**config.mk**
```make
export PLATFORM = sky130hd
export DESIGN_NAME = hsl_to_rgb_converter_unit
export DESIGN_NICKNAME = d
export VERILOG_FILES = /design/src/hslrgb_pkg.sv /design/src/hslrgb_hue_split.sv /design/src/hsl_to_rgb_converter_unit.sv
export SDC_FILE = /design/constraint.sdc
export NUM_CORES = 1
export LEC_CHECK = 0
export ABC_AREA = 1
export BUFFER_PORTS_ARGS = -buffer_cell sky130_fd_sc_hd__buf_2
export CORE_ASPECT_RATIO = 1.75
export CORE_UTILIZATION = 65
export DETAILED_ROUTE_END_ITERATION = 7
export PLACE_DENSITY = 0.83
export SYNTH_ARGS = -nofsm -noshare
export SYNTH_HDL_FRONTEND = slang
export SYNTH_SLANG_ARGS = --single-unit
```
**constraint.sdc**
```tcl
create_clock -name i_clk -period 11.7 [get_ports i_clk]
set_input_delay 1.17 -clock i_clk [delete_from_list [all_inputs] [get_ports i_clk]]
set_output_delay 1.17 -clock i_clk [all_outputs]
set_load 0.01 [all_outputs]
```
**src/hslrgb_pkg.sv**
```systemverilog
// Package: shared constants, types and the divide-by-15 helper for the HSL to RGB converter.
`timescale 1ns / 1ps
`default_nettype none
package hslrgb_pkg;

    localparam int HUE_W           = 15;   // hue field width
    localparam int CFG_W           = 9;    // saturation / lightness width, Q8
    localparam int BYTE_W          = 8;    // channel byte width
    localparam int ONE_Q8          = 256;  // 1.0 in Q8
    localparam int HUE_FRAC_BITS_D = 6;    // default hue fraction bits
    localparam int CFG_IDX_W       = 1;    // two registers

    // Register indexes
    localparam logic [CFG_IDX_W-1:0] REG_SATURATION = 1'b0;
    localparam logic [CFG_IDX_W-1:0] REG_LIGHTNESS  = 1'b1;

    // Reset values
    localparam logic [CFG_W-1:0] SAT_RST   = 9'd256;
    localparam logic [CFG_W-1:0] LIGHT_RST = 9'd128;

    // Divide by 15 through a reciprocal: exact for operands below 10082.
    localparam int DIV_IN_W    = 13;
    localparam int DIV_OUT_W   = 10;
    localparam int RECIP15     = 8739;  // ceil(2^17 / 15)
    localparam int RECIP15_W   = 14;
    localparam int RECIP_SHIFT = 17;

    // Hue sextant; hues past the last sextant fold onto it.
    typedef enum logic [2:0] {
        SEXT_RED_YEL = 3'd0,   // red = C, green = X
        SEXT_YEL_GRN = 3'd1,   // red = X, green = C
        SEXT_GRN_CYN = 3'd2,   // green = C, blue = X
        SEXT_CYN_BLU = 3'd3,   // green = X, blue = C
        SEXT_BLU_MAG = 3'd4,   // red = X, blue = C
        SEXT_MAG_RED = 3'd5    // red = C, blue = X
    } t_sextant;

    // Control group that travels with a hue through the front stages.
    typedef struct packed {
        logic     valid;
        t_sextant sext;
    } t_hue_ctl;

    function automatic logic [DIV_OUT_W-1:0] div15(input logic [DIV_IN_W-1:0] a);
        logic [DIV_IN_W+RECIP15_W-1:0] prod;
        begin
            prod  = {{RECIP15_W{1'b0}}, a} * (DIV_IN_W+RECIP15_W)'(RECIP15);
            div15 = DIV_OUT_W'(prod >> RECIP_SHIFT);
        end
    endfunction

endpackage
`default_nettype wire

```
**src/hslrgb_hue_split.sv**
```systemverilog
// Hue front end: two-stage sextant index and folded ramp position.
`timescale 1ns / 1ps
`default_nettype none
module hslrgb_hue_split #(
    parameter int HUE_FRAC_BITS = hslrgb_pkg::HUE_FRAC_BITS_D,
    parameter int UNIT          = 60 << HUE_FRAC_BITS,
    parameter int W_W           = $clog2(UNIT + 1)
) (
    input  wire                          i_clk,
    input  wire                          i_rst_n,
    input  wire                          i_valid,
    input  wire  [hslrgb_pkg::HUE_W-1:0] i_hue,
    output hslrgb_pkg::t_hue_ctl         o_ctl,
    output logic [W_W-1:0]               o_ramp
);

    localparam int Q_MAX = ((1 << hslrgb_pkg::HUE_W) - 1) / UNIT;
    localparam int Q_W   = $clog2(Q_MAX + 1);
    localparam logic [hslrgb_pkg::HUE_W-1:0] UNIT_H = hslrgb_pkg::HUE_W'(UNIT);
    localparam logic [W_W-1:0] UNIT_W = W_W'(UNIT);
    localparam logic [hslrgb_pkg::HUE_W-1:0] LAST_Q =
        hslrgb_pkg::HUE_W'(hslrgb_pkg::SEXT_MAG_RED);

    // stage 1: quotient (UNIT = 15 << (frac + 2))
    logic                          r_s1_valid;
    logic [hslrgb_pkg::HUE_W-1:0]  r_s1_hue;
    logic [Q_W-1:0]                r_s1_q;
    logic [Q_W-1:0]                n_s1_q;

    assign n_s1_q = Q_W'(hslrgb_pkg::div15(
        hslrgb_pkg::DIV_IN_W'(i_hue >> (HUE_FRAC_BITS + 2))));

    always_ff @(posedge i_clk) begin
        if (!i_rst_n) begin
            r_s1_valid <= 1'b0;
        end else begin
            r_s1_valid <= i_valid;
        end
        r_s1_hue <= i_hue;
        r_s1_q   <= n_s1_q;
    end

    // stage 2: remainder, fold on odd sextants, sextant code
    logic [hslrgb_pkg::HUE_W-1:0] q_ext;
    logic [W_W-1:0]               rem;
    logic [W_W-1:0]               n_ramp;
    hslrgb_pkg::t_sextant         n_sext;
    hslrgb_pkg::t_hue_ctl         r_ctl;
    logic [W_W-1:0]               r_ramp;

    always_comb begin
        q_ext  = hslrgb_pkg::HUE_W'(r_s1_q);
        rem    = W_W'(r_s1_hue - q_ext * UNIT_H);
        n_ramp = r_s1_q[0] ? (UNIT_W - rem) : rem;
        if (q_ext > LAST_Q) begin
            n_sext = hslrgb_pkg::SEXT_MAG_RED;
        end else begin
            n_sext = hslrgb_pkg::t_sextant'(3'(r_s1_q));
        end
    end

    always_ff @(posedge i_clk) begin
        if (!i_rst_n) begin
            r_ctl.valid <= 1'b0;
        end else begin
            r_ctl.valid <= r_s1_valid;
        end
        r_ctl.sext <= n_sext;
        r_ramp     <= n_ramp;
    end

    assign o_ctl  = r_ctl;
    assign o_ramp = r_ramp;

endmodule
`default_nettype wire

```
**src/hsl_to_rgb_converter_unit.sv**
```systemverilog
// Top level: pipelined HSL to RGB conversion of one hue per cycle.
// Throughput: one hue per cycle, every cycle; busy is held low.
// Six register stages: quotient, remainder/fold, C*ramp, C*ramp/UNIT, add M, byte scale.
// The receiver cannot stall, so every stage advances every cycle.
// Reset (synchronous, active low) clears the valid bits and loads
// saturation = 1.0 and lightness = 0.5; data registers are not reset.
`timescale 1ns / 1ps
`default_nettype none
module hsl_to_rgb_converter_unit #(
    parameter int HUE_FRAC_BITS = hslrgb_pkg::HUE_FRAC_BITS_D
) (
    input  wire                              i_clk,
    input  wire                              i_rst_n,
    // hue transfer
    input  wire                              start,
    output logic                             busy,
    input  wire  [hslrgb_pkg::HUE_W-1:0]     i_hue,
    // result transfer
    output logic                             o_valid,
    output logic [hslrgb_pkg::BYTE_W-1:0]    o_red,
    output logic [hslrgb_pkg::BYTE_W-1:0]    o_green,
    output logic [hslrgb_pkg::BYTE_W-1:0]    o_blue,
    // config write port
    input  wire                              i_cfg_we,
    input  wire  [hslrgb_pkg::CFG_IDX_W-1:0] i_cfg_idx,
    input  wire  [hslrgb_pkg::CFG_W-1:0]     i_cfg_data
);

    localparam int UNIT  = 60 << HUE_FRAC_BITS;     // one sextant in hue units
    localparam int W_W   = $clog2(UNIT + 1);        // ramp position, 0..UNIT
    localparam int CW_W  = hslrgb_pkg::CFG_W + W_W; // C * ramp
    localparam int V_W   = hslrgb_pkg::CFG_W + 1;   // component + M
    localparam int SC_W  = V_W + 8;                 // v * 255
    localparam logic [hslrgb_pkg::CFG_W-1:0] ONE = hslrgb_pkg::CFG_W'(hslrgb_pkg::ONE_Q8);

    // no backpressure toward the sender
    assign busy = 1'b0;

    logic accept;
    assign accept = start && !busy;

    // ---------------- configuration registers ----------------
    logic [hslrgb_pkg::CFG_W-1:0] r_saturation;
    logic [hslrgb_pkg::CFG_W-1:0] r_lightness;

    always_ff @(posedge i_clk) begin
        if (!i_rst_n) begin
            r_saturation <= hslrgb_pkg::SAT_RST;
            r_lightness  <= hslrgb_pkg::LIGHT_RST;
        end else if (i_cfg_we) begin
            unique case (i_cfg_idx)
                hslrgb_pkg::REG_SATURATION: r_saturation <= i_cfg_data;
                hslrgb_pkg::REG_LIGHTNESS:  r_lightness  <= i_cfg_data;
                default: ;
            endcase
        end
    end

    // Chroma and offset depend only on config; they are recomputed every cycle, the
    // offset registered from the registered chroma, and settle before any new hue needs them.
    logic [hslrgb_pkg::CFG_W-1:0] sat_cl;
    logic [hslrgb_pkg::CFG_W-1:0] light_cl;
    logic [hslrgb_pkg::CFG_W:0]   two_l;
    logic [hslrgb_pkg::CFG_W:0]   l_dev;
    logic [hslrgb_pkg::CFG_W-1:0] tee;
    logic [2*hslrgb_pkg::CFG_W-1:0] ts_prod;
    logic [hslrgb_pkg::CFG_W-1:0] r_chroma;
    logic [hslrgb_pkg::CFG_W-1:0] r_light_q;
    logic [hslrgb_pkg::CFG_W-1:0] r_offset;

    always_comb begin
        sat_cl   = (r_saturation > ONE) ? ONE : r_saturation;
        light_cl = (r_lightness  > ONE) ? ONE : r_lightness;
        two_l    = {light_cl, 1'b0};
        l_dev    = (two_l >= {1'b0, ONE}) ? (two_l - {1'b0, ONE}) : ({1'b0, ONE} - two_l);
        tee      = hslrgb_pkg::CFG_W'({1'b0, ONE} - l_dev);
        ts_prod  = {{hslrgb_pkg::CFG_W{1'b0}}, tee} * {{hslrgb_pkg::CFG_W{1'b0}}, sat_cl};
    end

    always_ff @(posedge i_clk) begin
        r_chroma  <= hslrgb_pkg::CFG_W'(ts_prod >> 8);
        r_light_q <= light_cl;
        // M = L - C/2, never negative since C <= 2L
        r_offset  <= r_light_q - (r_chroma >> 1);
    end

    // ---------------- stages 1-2: sextant and ramp position ----------------
    hslrgb_pkg::t_hue_ctl s2_ctl;
    logic [W_W-1:0]       s2_ramp;

    hslrgb_hue_split #(
        .HUE_FRAC_BITS (HUE_FRAC_BITS),
        .UNIT          (UNIT),
        .W_W           (W_W)
    ) u_hue_split (
        .i_clk   (i_clk),
        .i_rst_n (i_rst_n),
        .i_valid (accept),
        .i_hue   (i_hue),
        .o_ctl   (s2_ctl),
        .o_ramp  (s2_ramp)
    );

    // ---------------- stage 3: C * ramp ----------------
    hslrgb_pkg::t_hue_ctl r_s3_ctl;
    logic [CW_W-1:0]      r_s3_cw;

    always_ff @(posedge i_clk) begin
        if (!i_rst_n) begin
            r_s3_ctl.valid <= 1'b0;
        end else begin
            r_s3_ctl.valid <= s2_ctl.valid;
        end
        r_s3_ctl.sext <= s2_ctl.sext;
        r_s3_cw       <= CW_W'(r_chroma) * CW_W'(s2_ramp);
    end

    // ---------------- stage 4: X = (C * ramp) / UNIT ----------------
    // UNIT = 15 << (frac + 2): shift, then reciprocal divide by 15.
    hslrgb_pkg::t_hue_ctl         r_s4_ctl;
    logic [hslrgb_pkg::CFG_W-1:0] r_s4_x;

    always_ff @(posedge i_clk) begin
        if (!i_rst_n) begin
            r_s4_ctl.valid <= 1'b0;
        end else begin
            r_s4_ctl.valid <= r_s3_ctl.valid;
        end
        r_s4_ctl.sext <= r_s3_ctl.sext;
        r_s4_x        <= hslrgb_pkg::CFG_W'(hslrgb_pkg::div15(
            hslrgb_pkg::DIV_IN_W'(r_s3_cw >> (HUE_FRAC_BITS + 2))));
    end

    // ---------------- stage 5: place C / X / 0 and add M ----------------
    logic [hslrgb_pkg::CFG_W-1:0] comp_r;
    logic [hslrgb_pkg::CFG_W-1:0] comp_g;
    logic [hslrgb_pkg::CFG_W-1:0] comp_b;
    logic                         r_s5_valid;
    logic [V_W-1:0]               r_s5_r;
    logic [V_W-1:0]               r_s5_g;
    logic [V_W-1:0]               r_s5_b;

    always_comb begin
        comp_r = '0;
        comp_g = '0;
        comp_b = '0;
        unique case (r_s4_ctl.sext)
            hslrgb_pkg::SEXT_RED_YEL: begin comp_r = r_chroma; comp_g = r_s4_x;   end
            hslrgb_pkg::SEXT_YEL_GRN: begin comp_r = r_s4_x;   comp_g = r_chroma; end
            hslrgb_pkg::SEXT_GRN_CYN: begin comp_g = r_chroma; comp_b = r_s4_x;   end
            hslrgb_pkg::SEXT_CYN_BLU: begin comp_g = r_s4_x;   comp_b = r_chroma; end
            hslrgb_pkg::SEXT_BLU_MAG: begin comp_r = r_s4_x;   comp_b = r_chroma; end
            default:                  begin comp_r = r_chroma; comp_b = r_s4_x;   end
        endcase
    end

    always_ff @(posedge i_clk) begin
        if (!i_rst_n) begin
            r_s5_valid <= 1'b0;
        end else begin
            r_s5_valid <= r_s4_ctl.valid;
        end
        r_s5_r <= V_W'(comp_r) + V_W'(r_offset);
        r_s5_g <= V_W'(comp_g) + V_W'(r_offset);
        r_s5_b <= V_W'(comp_b) + V_W'(r_offset);
    end

    // ---------------- stage 6: (v * 255) >> 8, saturate ----------------
    function automatic logic [hslrgb_pkg::BYTE_W-1:0] to_byte(input logic [V_W-1:0] v);
        logic [SC_W-1:0] sc;
        logic [SC_W-9:0] hi;
        begin
            sc = {v, 8'd0} - SC_W'(v);
            hi = sc[SC_W-1:8];
            to_byte = (hi > (SC_W-8)'(255)) ? 8'hFF : hi[hslrgb_pkg::BYTE_W-1:0];
        end
    endfunction

    always_ff @(posedge i_clk) begin
        if (!i_rst_n) begin
            o_valid <= 1'b0;
        end else begin
            o_valid <= r_s5_valid;
        end
        o_red   <= to_byte(r_s5_r);
        o_green <= to_byte(r_s5_g);
        o_blue  <= to_byte(r_s5_b);
    end

`ifndef SYNTH
    // every accepted hue yields exactly one strobe
    a_latency: assert property (@(posedge i_clk) disable iff (!i_rst_n)
        accept |-> ##6 o_valid)
        else $error("result strobe missing for accepted hue");

    a_no_spurious: assert property (@(posedge i_clk) disable iff (!i_rst_n)
        o_valid |-> $past(start && !busy && i_rst_n, 6))
        else $error("result strobe without an accepted hue");

    // folded ramp never exceeds one sextant
    a_ramp_range: assert property (@(posedge i_clk) disable iff (!i_rst_n)
        s2_ctl.valid |-> (s2_ramp <= W_W'(UNIT)))
        else $error("ramp position out of range");

    // ramp component never exceeds chroma
    a_x_le_c: assert property (@(posedge i_clk) disable iff (!i_rst_n)
        r_s4_ctl.valid |-> (r_s4_x <= r_chroma))
        else $error("ramp component above chroma");
`endif

endmodule
`default_nettype wire
```
After elaboration in Yosys (flattened, before gate mapping)
Index checks and enable logic that the tools add are counted.

cells by class
  multipliers = 5
  order comparisons = 7
  reductions and logical operators = 9
  add/sub/neg operators = 12
  muxes and demuxes = 7
  equality and inequality tests = 4
  bitwise operators = 1

operators by type and width
  operator                  count
  $pmux W9 S2               3
  $sub A18 B10 Y18          3
  $add A9 B9 Y10            3
  $gt A10 B8 Y1 const B     3
  $mux W9                   3
  $mul A13 B14 Y26 const B  1
  $mul A7 B14 Y21 const B   1
  $mul A9 B12 Y21           1
  $gt A9 B9 Y1 const B      2
  $sub A9 B9 Y9 const A     2
  $mul A9 B9 Y17            1
  $mux W12                  1
  $reduce_or A2 Y1          6
  $sub A12 B12 Y12          1
  $sub A12 B12 Y12 const A  1
  $ge A10 B9 Y1 const B     1
  $sub A9 B8 Y9             1
  $sub A9 B9 Y9 const B     1
  $eq A3 B2 Y1 const B      2
  $gt A4 B3 Y1 const B      1
  $mul A4 B1 Y4 const B     1
  $reduce_and A2 Y1         2
  $eq A3 B1 Y1 const B      1
  $eq A3 B3 Y1 const B      1
  2 further kinds           2

word-level totals
  word-level logic and storage cells = 70
  output and inout bits = 26
  register bits = 172
  bits of input ports = 29

Logic depth before layout (Yosys ltp)
Gate-level depths: netlist (run 1).

  word-level depth = 6
  mapped depth = 31
  depth with buffers taken out = 31

Hierarchy
From an unflattened synthesis (run 1), not the netlist that was laid out.

unflattened totals
  cells, all modules = 1898
  area total of the unflattened synthesis = 15051.9 um^2

modules (own cells, without submodules)
  module                     instances  sequential area each (um^2)  cells each  area an instance (um^2)
  hsl_to_rgb_converter_unit  1          2622.5                       1652        13026.2
  hslrgb_hue_split           1          660.6                        246         2025.7

Worst setup path after synthesis (run 1)
OpenSTA, ideal clock, no wires.

  kind = register to register
  start = reg r_lightness[8] (netlist bit)
  end = reg r_chroma[6] (netlist bit)
  path slack = 6437 ps
  library setup time = 112 ps
  data arrival time = 5151 ps
  path buffers = 0
  clock period less this slack = 5263 ps
  stages on the path, launching flop included = 26
  required time = 11588 ps
  cells stage by stage = dfxtp_1 > nor2_2 > inv_2 > ha_1 > nand2_1 > o21ai_1 > inv_1 > ha_1 > or2_2 > nand2_1 > inv_1 > nand2_1 > fa_1 > fa_1 > inv_1 > fa_1 > inv_1 > fa_1 > inv_1 > ha_1 > a21oi_1 > o21ai_0 > a211oi_1 > o31ai_1 > nand2_1 > nand2_1

between the ends
  cells in the longest elaborated chain, start to end = 6
  elaborated cells between the ends (all ways) = 8
  classes of those cells = add/sub: 3; mul: 1; order compare: 2; mux: 2

RTL lines
  item                                            RTL line                         RTL
  start, declared                                 hsl_to_rgb_converter_unit.sv:44  logic [hslrgb_pkg::CFG_W-1:0] r_lightness;
  start signal, assigned                          hsl_to_rgb_converter_unit.sv:49  r_lightness <= hslrgb_pkg::LIGHT_RST;
  start signal, assigned                          hsl_to_rgb_converter_unit.sv:53  hslrgb_pkg::REG_LIGHTNESS: r_lightness <= i_cfg_data;
  $gt A9 B9 Y1                                    hsl_to_rgb_converter_unit.sv:73  light_cl = (r_lightness > ONE) ? ONE : r_lightness;
  $mux W9 *                                       hsl_to_rgb_converter_unit.sv:73
  $sub A9 B9 Y9 or $ge A10 B9 Y1 (tied branches)  hsl_to_rgb_converter_unit.sv:75  l_dev = (two_l >= {1'b0, ONE}) ? (two_l - {1'b0, ONE}) : ({1'b0, ONE} - two_l);
  $mux W9 *                                       hsl_to_rgb_converter_unit.sv:75
  net l_dev (one bit)                             hsl_to_rgb_converter_unit.sv:64  logic [hslrgb_pkg::CFG_W:0] l_dev;
  $sub A9 B9 Y9 *                                 hsl_to_rgb_converter_unit.sv:76  tee = hslrgb_pkg::CFG_W'({1'b0, ONE} - l_dev);
  $mul A9 B9 Y17 *                                hsl_to_rgb_converter_unit.sv:77  ts_prod = {{hslrgb_pkg::CFG_W{1'b0}}, tee} * {{hslrgb_pkg::CFG_W{1'b0}}, sat_cl};
  net ts_prod (one bit)                           hsl_to_rgb_converter_unit.sv:66  logic [2*hslrgb_pkg::CFG_W-1:0] ts_prod;
  end signal, assigned                            hsl_to_rgb_converter_unit.sv:81  r_chroma <= hslrgb_pkg::CFG_W'(ts_prod >> 8);
  end, declared                                   hsl_to_rgb_converter_unit.sv:67  logic [hslrgb_pkg::CFG_W-1:0] r_chroma;

The timed path passes the listed nets; every way through them passes the cells marked *.
A chain may end at the register's enable or synchronous reset.

Final worst setup path (run 1)
Ends and elaborated chain as after synthesis.

==> impl_metrics.csv, run 1 <==
group,metric,value,unit
sta,slew_headroom,53.55,%
finish,final_common_cell,"nand2_1",
sta,min_period,5846,ps
routing,via_count,12188,
critical_path,rr_endpoint,"r_chroma[6]$_DFF_P_",
synthesis,ys_warn_count,0,
synthesis,ys_seq_area_share,21.86,%
place,numPortBuffers,53,
synthesis,syn_nets,2272,
critical_path,path_buf_inv,6,
sta,tightest_slew,695.8,ps
floorplan,die_area,23740,um^2
clock_network,cts_resized,0,
critical_path,worstSetupStartpoint,"r_lightness[8]$_SDFFE_PN0P_",
clock_network,clkTransAtPathRegs,70,ps
critical_path,path_max_fanout,8,
critical_path,critPathLaunchType,"flop",
critical_path,critPathKind,"flop to flop",
synthesis,async_reset_ff_share,0,%
routing,routedWlPerCell,14.67,um
sta,fin_skew,13.26,ps
flow_run,max-cap-violations,0,
finish,synthToLayoutAreaGrowth,7.614,%
global_route,grt_pass1_wl,55.99,mm
clock_network,clk_latency,440,ps
global_route,antenna_found_initial,0,
synthesis,ys_ff_latch,164,
synthesis,ys.flop_type,"dfxtp_1",
sta,fin_crit_sh,49.96,%
routing,via_per_inst,5.431,
global_route,grt_max_degree,25,
finish,final_cell_mix,"381 x nand2_1, 377 x inv_1, 218 x ha_1",
min_path,hold_class,"flop to flop",
clock_network,cts-root-buf,"clkbuf_16",
critical_path,cp_slowest_cell,"fa_1",
clock_network,post_cts_buffers,0,
critical_path,arrival,6170,ps
place,dp_hpwl,27.23,mm
critical_path,rrSetupSlack,5850,ps
clock_network,cts_made_buffers,17,
critical_path,crit_cells,25,
synthesis,ys_types,47,
floorplan,design.core.area,22650,um^2
clock_network,cts_htree_levels,4,
clock_network,cts_buffer_depth,2,
sta,fmax,171.1,MHz
sta,rsz0062_at_grt,"no",
critical_path,cp_top_family,"adder cells",
finish,nFillCells,1816,
synthesis,syn_inst,1886,
routing,drc,0,
floorplan,chipWidth,116.9,um
critical_path,slowest_delay,560,ps
finish,drive_gt1_share,5.298,%
min_path,hold_depth,0,
global_route,track_usage,30.19,%
floorplan,rows,73,
floorplan,io_pins,55,
sta,hold_viol_final,0,
sta,setup_violations,0,
sta,finalSetupTns,0,ps
place,globalplace.congestion,0.9509,
run_status,status,"complete, no violations",
critical_path,required,12020,ps
routing,ant_nets,0,
sta,slew_violations,0,
critical_path,worstReg2RegStart,"r_lightness[8]$_SDFFE_PN0P_",
synthesis,syn_area_per_cell,7.964,um^2
clock_network,cts_sinks,164,
synthesis,syn_area,15020,um^2
clock_network,cts_tree,"done",
synthesis,synth_edf_count,0,
clock_network,hold_buffers,0,
floorplan,initial_core_util,66.31,%
critical_path,worstSetupEndpoint,"r_chroma[6]$_DFF_P_",
routing,dr.first_iter.drc_count,584,
floorplan,die_y,203.1,um
global_route,grt_remaining_overflow,0,
routing,dr.pass1.iters,8,
global_route,grt_pass1_vias,12844,
finish,n_antenna_cell,0,
critical_path,rr_worst_depth,25,
finish,fin_nets,2317,
critical_path,endpoint_kind,"flop",
routing,wl,32.91,mm
## sequential cells by signal, indices dropped and copies added (netlist names), 10 cells and up
signal	cells
u_hue_split.r_s1_hue	12
r_s3_cw	13
r_s5_r	10
r_s5_g	10
u_hue_split.o_ramp	12
r_s5_b	10
## cell families (layout without fill, tap and decap cells)
group / Yosys count / in the layout / share of synthesized area, %
flip-flops: 164 / 164 / 21.86
other: 1 / 1 / 0.02497
XOR/XNOR: 91 / 91 / 5.481
buffers and inverters: 412 / 470 / 10.35
AO/OA/AOI/OAI: 211 / 211 / 7.972
adder cells (fa/ha/maj): 357 / 357 / 36.68
AND/OR/NAND/NOR: 650 / 650 / 17.63
## how the worst min path moves through the flow
stage | from | end | slack, ps
4_1_cts | r_s3_ctl[0]$_DFF_P_ | r_s4_ctl[0]$_DFF_P_ | 330
3_5_place_dp | r_s3_ctl[0]$_DFF_P_ | r_s4_ctl[0]$_DFF_P_ | 310
6_report | r_s3_ctl[0]$_DFF_P_ | r_s4_ctl[0]$_DFF_P_ | 330
3_3_place_gp | r_s3_ctl[2]$_DFF_P_ | r_s4_ctl[2]$_DFF_P_ | 310
2_1_floorplan | u_hue_split.o_ctl[0]$_SDFF_PN1_ | r_s3_ctl[0]$_DFF_P_ | 310
5_1_grt | r_s3_ctl[1]$_DFF_P_ | r_s4_ctl[1]$_DFF_P_ | 340
## cells in the mapped netlist (6+ instances only)
| library cell | count | area share, % |
|---|---|---|
| nand4_1 | 10 | 0.42 |
| a21o_1 | 6 | 0.30 |
| xor2_1 | 69 | 4.0 |
| ha_1 | 218 | 18 |
| nor4_1 | 10 | 0.42 |
| nor3_1 | 15 | 0.50 |
| a21oi_1 | 82 | 2.7 |
| nand3_1 | 62 | 2.1 |
| o21ai_1 | 8 | 0.27 |
| o22ai_1 | 27 | 1.1 |
| xnor2_1 | 20 | 1.2 |
| dfxtp_1 | 164 | 22 |
| o21bai_1 | 8 | 0.40 |
| fa_1 | 139 | 19 |
| nor2_1 | 154 | 3.8 |
| inv_1 | 377 | 9.4 |
| clkbuf_1 | 24 | 0.60 |
| o21ai_0 | 54 | 1.8 |
| nand2_1 | 381 | 9.5 |
## worst reg2reg max path: cells and delay by family, from the launching register on
kind            cells  cell delay, ps
compound gates      5             930
fa+ha+maj           7            2920
buf+inv             6             490
flops               1             390
simple gates        7             990
## final cells by class
cell class	instances	area (um^2)	area share, %
Multi-Input combinational cell	1310	10180	62.99
Sequential cell	164	3283	20.31
Inverter	385	1448	8.956
Clock buffer	19	442.9	2.740
Tap cell	300	375.4	2.322
Timing Repair Buffer	53	265.3	1.641
Clock inverter	13	167.7	1.037
## stage by stage
| step | utilization, % | cells | instance area, um^2 | hold WS, ps | setup WS (ps) |
|---|---|---|---|---|---|
| after floorplan | - | 1886 | 15020 | 309.6 | 6437 |
| after global placement | 68.66 | 2212 | 15550 | 312.5 | 6072 |
| after detailed placement | 68.66 | 2212 | 15550 | 314.3 | 5900 |
| after CTS | 71.36 | 2244 | 16160 | 327.6 | 5863 |
| after global routing | 71.36 | 2244 | 16160 | 339.6 | 5554 |
| final | 71.36 | 2244 | 16160 | 328.0 | 5854 |
## metal layers
| layer | track usage, % | share of wire [%] | vias up |
|---|---|---|---|
| met1 | 29.10 | 36 | 5759 |
| met5 | 0 | 0 | - |
| met3 | 3.761 | 2.9 | 128 |
| met4 | 16.77 | 5.5 | 0 |
| met2 | 59.21 | 56 | 317 |
| li1 | - | - | 5984 |
Power of run 1 is left out: the tool's default activity adds up to more than one toggle a clock period on the data nets, which glitch-free logic cannot reach.
==> run 2, diff against run 1 <==
- CORE_UTILIZATION: 65 -> 64
- PLACE_DENSITY: 0.83 -> 0.82
- clock period: 11.7 -> 5.6 ns (I/O delays scaled with it)
==> impl_metrics.csv, run 2 (synthesis gave the netlist of run 1 again) <==
group,metric,value,unit
critical_path,arrival,5660,ps
clock_network,cts_tree,"done",
global_route,grt_pass1_wl,54.97,mm
finish,instances_no_fill,2250,
flow_run,max-cap-violations,0,
sta,slew_headroom,53.49,%
finish,final_cell_mix,"377 x nand2_1, 376 x inv_1, 214 x ha_1",
run_status,status,"complete, no violations",
clock_network,clkTransAtPathRegs,70,ps
routing,routedWlPerCell,14.67,um
floorplan,initial_core_util,65.78,%
place,place_inst,2214,
clock_network,cts-root-buf,"clkbuf_16",
finish,largest_reg_flops,13,
routing,dr.first_iter.drc_count,624,
sta,slew_violations,0,
sta,fin_crit_sh,95.19,%
routing,drc,0,
critical_path,required,5930,ps
clock_network,cts_buffer_depth,2,
routing,dr.pass1.iters,6,
clock_network,clk_latency,440,ps
sta,setup_slack,269.4,ps
place,numPortBuffers,53,
floorplan,design.core.area,22830,um^2
global_route,grt_pass1_vias,12741,
finish,fin_util,71.33,%
critical_path,critPathKind,"flop to flop",
finish,design_area,16290,um^2
sta,fin_skew,12.43,ps
floorplan,die_y,204.7,um
sta,fmax,187.6,MHz
critical_path,cp_slowest_cell,"fa_1",
clock_network,hold_buffers,0,
sta,min_period,5331,ps
routing,via_count,12250,
finish,drive_gt1_share,6.571,%
clock_network,cts_htree_levels,4,
finish,multi_input_area,10290,um^2
finish,fin_nets,2321,
routing,wl,33.02,mm
routing,via_per_inst,5.444,
sta,setup_violations,0,
global_route,grt_max_degree,25,
finish,final_common_cell,"nand2_1",
critical_path,endpoint_kind,"flop",
place,pre_cts_slack,-35.18,ps
min_path,hold_class,"input pin to flop",
clock_network,cts_made_buffers,17,
finish,synthToLayoutAreaGrowth,8.430,%
global_route,track_usage,28.38,%
floorplan,die_area,24110,um^2
routing,ant_nets,0,
critical_path,critPathLaunchType,"flop",
sta,hold_viol_final,0,
finish,nFillCells,1807,
place,globalplace.congestion,0.9730,
floorplan,io_pins,55,
floorplan,rows,73,
critical_path,slowest_delay,560,ps
finish,regArea,3284,um^2
place,dp_hpwl,26.87,mm
place,placed_area,15570,um^2
global_route,grt_remaining_overflow,0,
critical_path,path_max_fanout,10,
floorplan,chipWidth,117.8,um
clock_network,cts_sinks,164,
critical_path,rrSetupSlack,270,ps
finish,top_register,"r_s3_cw",
global_route,antenna_found_initial,2,
sta,tightest_slew,696.7,ps
==> run 2: changes by cell type in the layout (fill, tap and decap cells not counted), sizes merged <==
| cell | previous run | this run |
|---|---|---|
| buf | 53 | 57 |
| clkbuf | 19 | 17 |
| diode | 0 | 2 |
| inv | 388 | 389 |
| bufinv | 2 | 0 |
| clkinv | 7 | 10 |
==> run 2: critical path, delay by kind of cell, from the launching register on <==
kind / cells / cell delay (ps)
flip-flops: 1 / 370
buffers and inverters: 7 / 600
XOR/XNOR: 2 / 340
AO/OA/AOI/OAI: 3 / 380
adder cells (fa/ha/maj): 7 / 2580
AND/OR/NAND/NOR: 10 / 940
==> run 2: area by class of cell <==
class | instances | area share (%)
inverters | 385 | 8.888
flip-flops and latches | 164 | 20.17
diodes | 2 | 0.03073
repair buffers | 57 | 1.813
clock inverters | 15 | 1.029
multi-input cells | 1310 | 63.16
well taps | 300 | 2.305
clock buffers | 17 | 2.612
==> run 2: routing by layer <==
| layer | vias up | GRT usage [%] | part of all wire (%) | wire length (um) |
|---|---|---|---|---|
| met2 | 327 | 57.58 | 56 | 18450 |
| met4 | 0 | 17.67 | 5.3 | 1756 |
| met3 | 128 | 3.285 | 3.0 | 986 |
| li1 | 6012 | - | - | - |
| met1 | 5783 | 26.26 | 36 | 11830 |
| met5 | - | 0 | 0 | 0 |
==> run 2: worst paths after layout <==
check	from	endpoint	depth (start not counted)
max reg2reg	r_lightness[8]$_SDFFE_PN0P_	r_chroma[5]$_DFF_P_	29
min	i_hue[7]	u_hue_split.r_s1_hue[7]$_DFF_P_	1
min reg2reg	r_s3_ctl[1]$_DFF_P_	r_s4_ctl[1]$_DFF_P_	0
max	r_lightness[8]$_SDFFE_PN0P_	r_chroma[5]$_DFF_P_	29
==> run 2: timing repair <==
| action | CTS | global route |
|---|---|---|
| setup endpoints to repair | 1 | 7 |
| setup buffers | 0 | 2 |
| gates resized for setup | 2 | 21 |
| pin swaps | 0 | 5 |
==> run 2: stage by stage <==
stage / hold WS, ps / TNS [ps]
detailed placement: 315.1 / -35.18
finish: 220.4 / 0
CTS: 210.6 / 0
global route: 209.4 / -30.87
global placement: 313.4 / 0
floorplan: 309.6 / 0
Power of run 2 is left out for the same reason.
==> run 3, diff against run 2 <==
- BUFFER_PORTS_ARGS: -buffer_cell sky130_fd_sc_hd__buf_2 -> -buffer_cell sky130_fd_sc_hd__clkbuf_2
==> impl_metrics.csv, run 3 (synthesis gave the netlist of run 1 again) <==
group,metric,value,unit
sta,fin_crit_sh,94.95,%
critical_path,critPathLaunchType,"flop",
sta,finalSetupTns,0,ps
global_route,grt_pass1_vias,12898,
sta,min_period,5317,ps
sta,hold_viol_final,0,
clock_network,cts_made_buffers,17,
floorplan,rows,73,
sta,slew_violations,0,
routing,wl,32.30,mm
finish,fin_nets,2320,
clock_network,cts_tree,"done",
floorplan,initial_core_util,65.78,%
place,globalplace.congestion,0.9697,
place,numPortBuffers,53,
critical_path,path_max_fanout,8,
clock_network,cts_buffer_depth,2,
sta,slew_headroom,55.42,%
floorplan,io_pins,55,
sta,tightest_slew,664.2,ps
sta,setup_slack,283.0,ps
critical_path,critPathKind,"flop to flop",
routing,dr.pass1.iters,5,
routing,via_count,12214,
place,dp_hpwl,26.75,mm
clock_network,hold_buffers,0,
floorplan,die_area,24110,um^2
routing,ant_nets,0,
critical_path,endpoint_kind,"flop",
min_path,hold_class,"input pin to flop",
clock_network,cts-root-buf,"clkbuf_16",
critical_path,arrival,5640,ps
finish,final_cell_mix,"376 x inv_1, 376 x nand2_1, 213 x ha_1",
clock_network,cts_htree_levels,4,
clock_network,cts_sinks,164,
finish,fin_util,71.26,%
global_route,track_usage,28.34,%
finish,synthToLayoutAreaGrowth,8.330,%
flow_run,max-cap-violations,0,
clock_network,clk_latency,450,ps
global_route,antenna_found_initial,0,
sta,setup_violations,0,
finish,regArea,3287,um^2
finish,drive_gt1_share,6.677,%
floorplan,chipWidth,117.8,um
global_route,grt_remaining_overflow,0,
global_route,grt_pass1_wl,55.34,mm
finish,nFillCells,1805,
sta,fmax,188.1,MHz
clock_network,clkTransAtPathRegs,80,ps
finish,largest_reg_flops,13,
routing,routedWlPerCell,14.37,um
finish,top_register,"r_s3_cw",
finish,multi_input_area,10270,um^2
sta,fin_skew,17.74,ps
place,pre_cts_slack,50.12,ps
routing,drc,0,
routing,via_per_inst,5.436,
finish,n_antenna_cell,0,
critical_path,required,5930,ps
run_status,status,"complete, no violations",
floorplan,design.core.area,22830,um^2
routing,dr.first_iter.drc_count,582,
sta,timing.hold.ws,220.6,ps
floorplan,die_y,204.7,um
global_route,grt_max_degree,25,
-- run 3: layer usage --
metal / global-route usage [%] / up-vias / wire length [um]
met5: 0 / - / 0
met4: 14.79 / 0 / 1358
met3: 3.285 / 99 / 943
met2: 57.92 / 286 / 18390
met1: 26.98 / 5809 / 11610
li1: - / 6020 / -
-- run 3: what timing repair did --
action	CTS	global route
setup endpoints to repair	0	8
buffers inserted	0	1
resized for setup	0	26
-- run 3: worst paths after layout --
| check | start | end | slack (ps) | cells after the start |
|---|---|---|---|---|
| hold reg to reg | r_s3_ctl[2]$_DFF_P_ | r_s4_ctl[2]$_DFF_P_ | 330 | 0 |
| hold / removal | i_hue[7] | u_hue_split.r_s1_hue[7]$_DFF_P_ | 220 | 1 |
| setup / recovery | r_lightness[8]$_SDFFE_PN0P_ | r_chroma[7]$_DFF_P_ | 280 | 26 |
| setup reg to reg | r_lightness[8]$_SDFFE_PN0P_ | r_chroma[7]$_DFF_P_ | 280 | 26 |
-- run 3: critical path, cell delays in order, from the launching register on --
cell and delay, ps:
dfxtp_4 380, nor2_2 150, inv_2 50, ha_1 260, nand2_1 80, o21ai_2 70
inv_1 60, ha_2 190, nand3_2 110, nor2_4 130, nand2_2 90, xnor2_4 330
nor2_1 90, fa_1 490, inv_1 50, fa_1 480, fa_1 520, fa_1 550
inv_1 40, ha_2 320, nand2_1 100, nor2_1 70, a211oi_2 180, nand2_2 110
nand2_1 70, nand3_1 90, xor2_1 150
-- run 3: final cells by class --
| class | instances | share of cell area, % |
|---|---|---|
| Multi-Input combinational cell | 1310 | 63.13 |
| Sequential cell | 164 | 20.20 |
| Inverter | 385 | 8.912 |
| Clock buffer | 17 | 2.614 |
| Tap cell | 300 | 2.307 |
| Timing Repair Buffer | 56 | 1.769 |
| Clock inverter | 15 | 1.069 |
-- run 3: metrics by stage --
step | std cells | instance area (um^2)
5_1_grt | 2247 | 16270
6_report | 2247 | 16270
3_5_place_dp | 2214 | 15570
2_1_floorplan | 1886 | 15020
4_1_cts | 2246 | 16170
3_3_place_gp | 2214 | 15570
Power of run 3 is left out for the same reason.
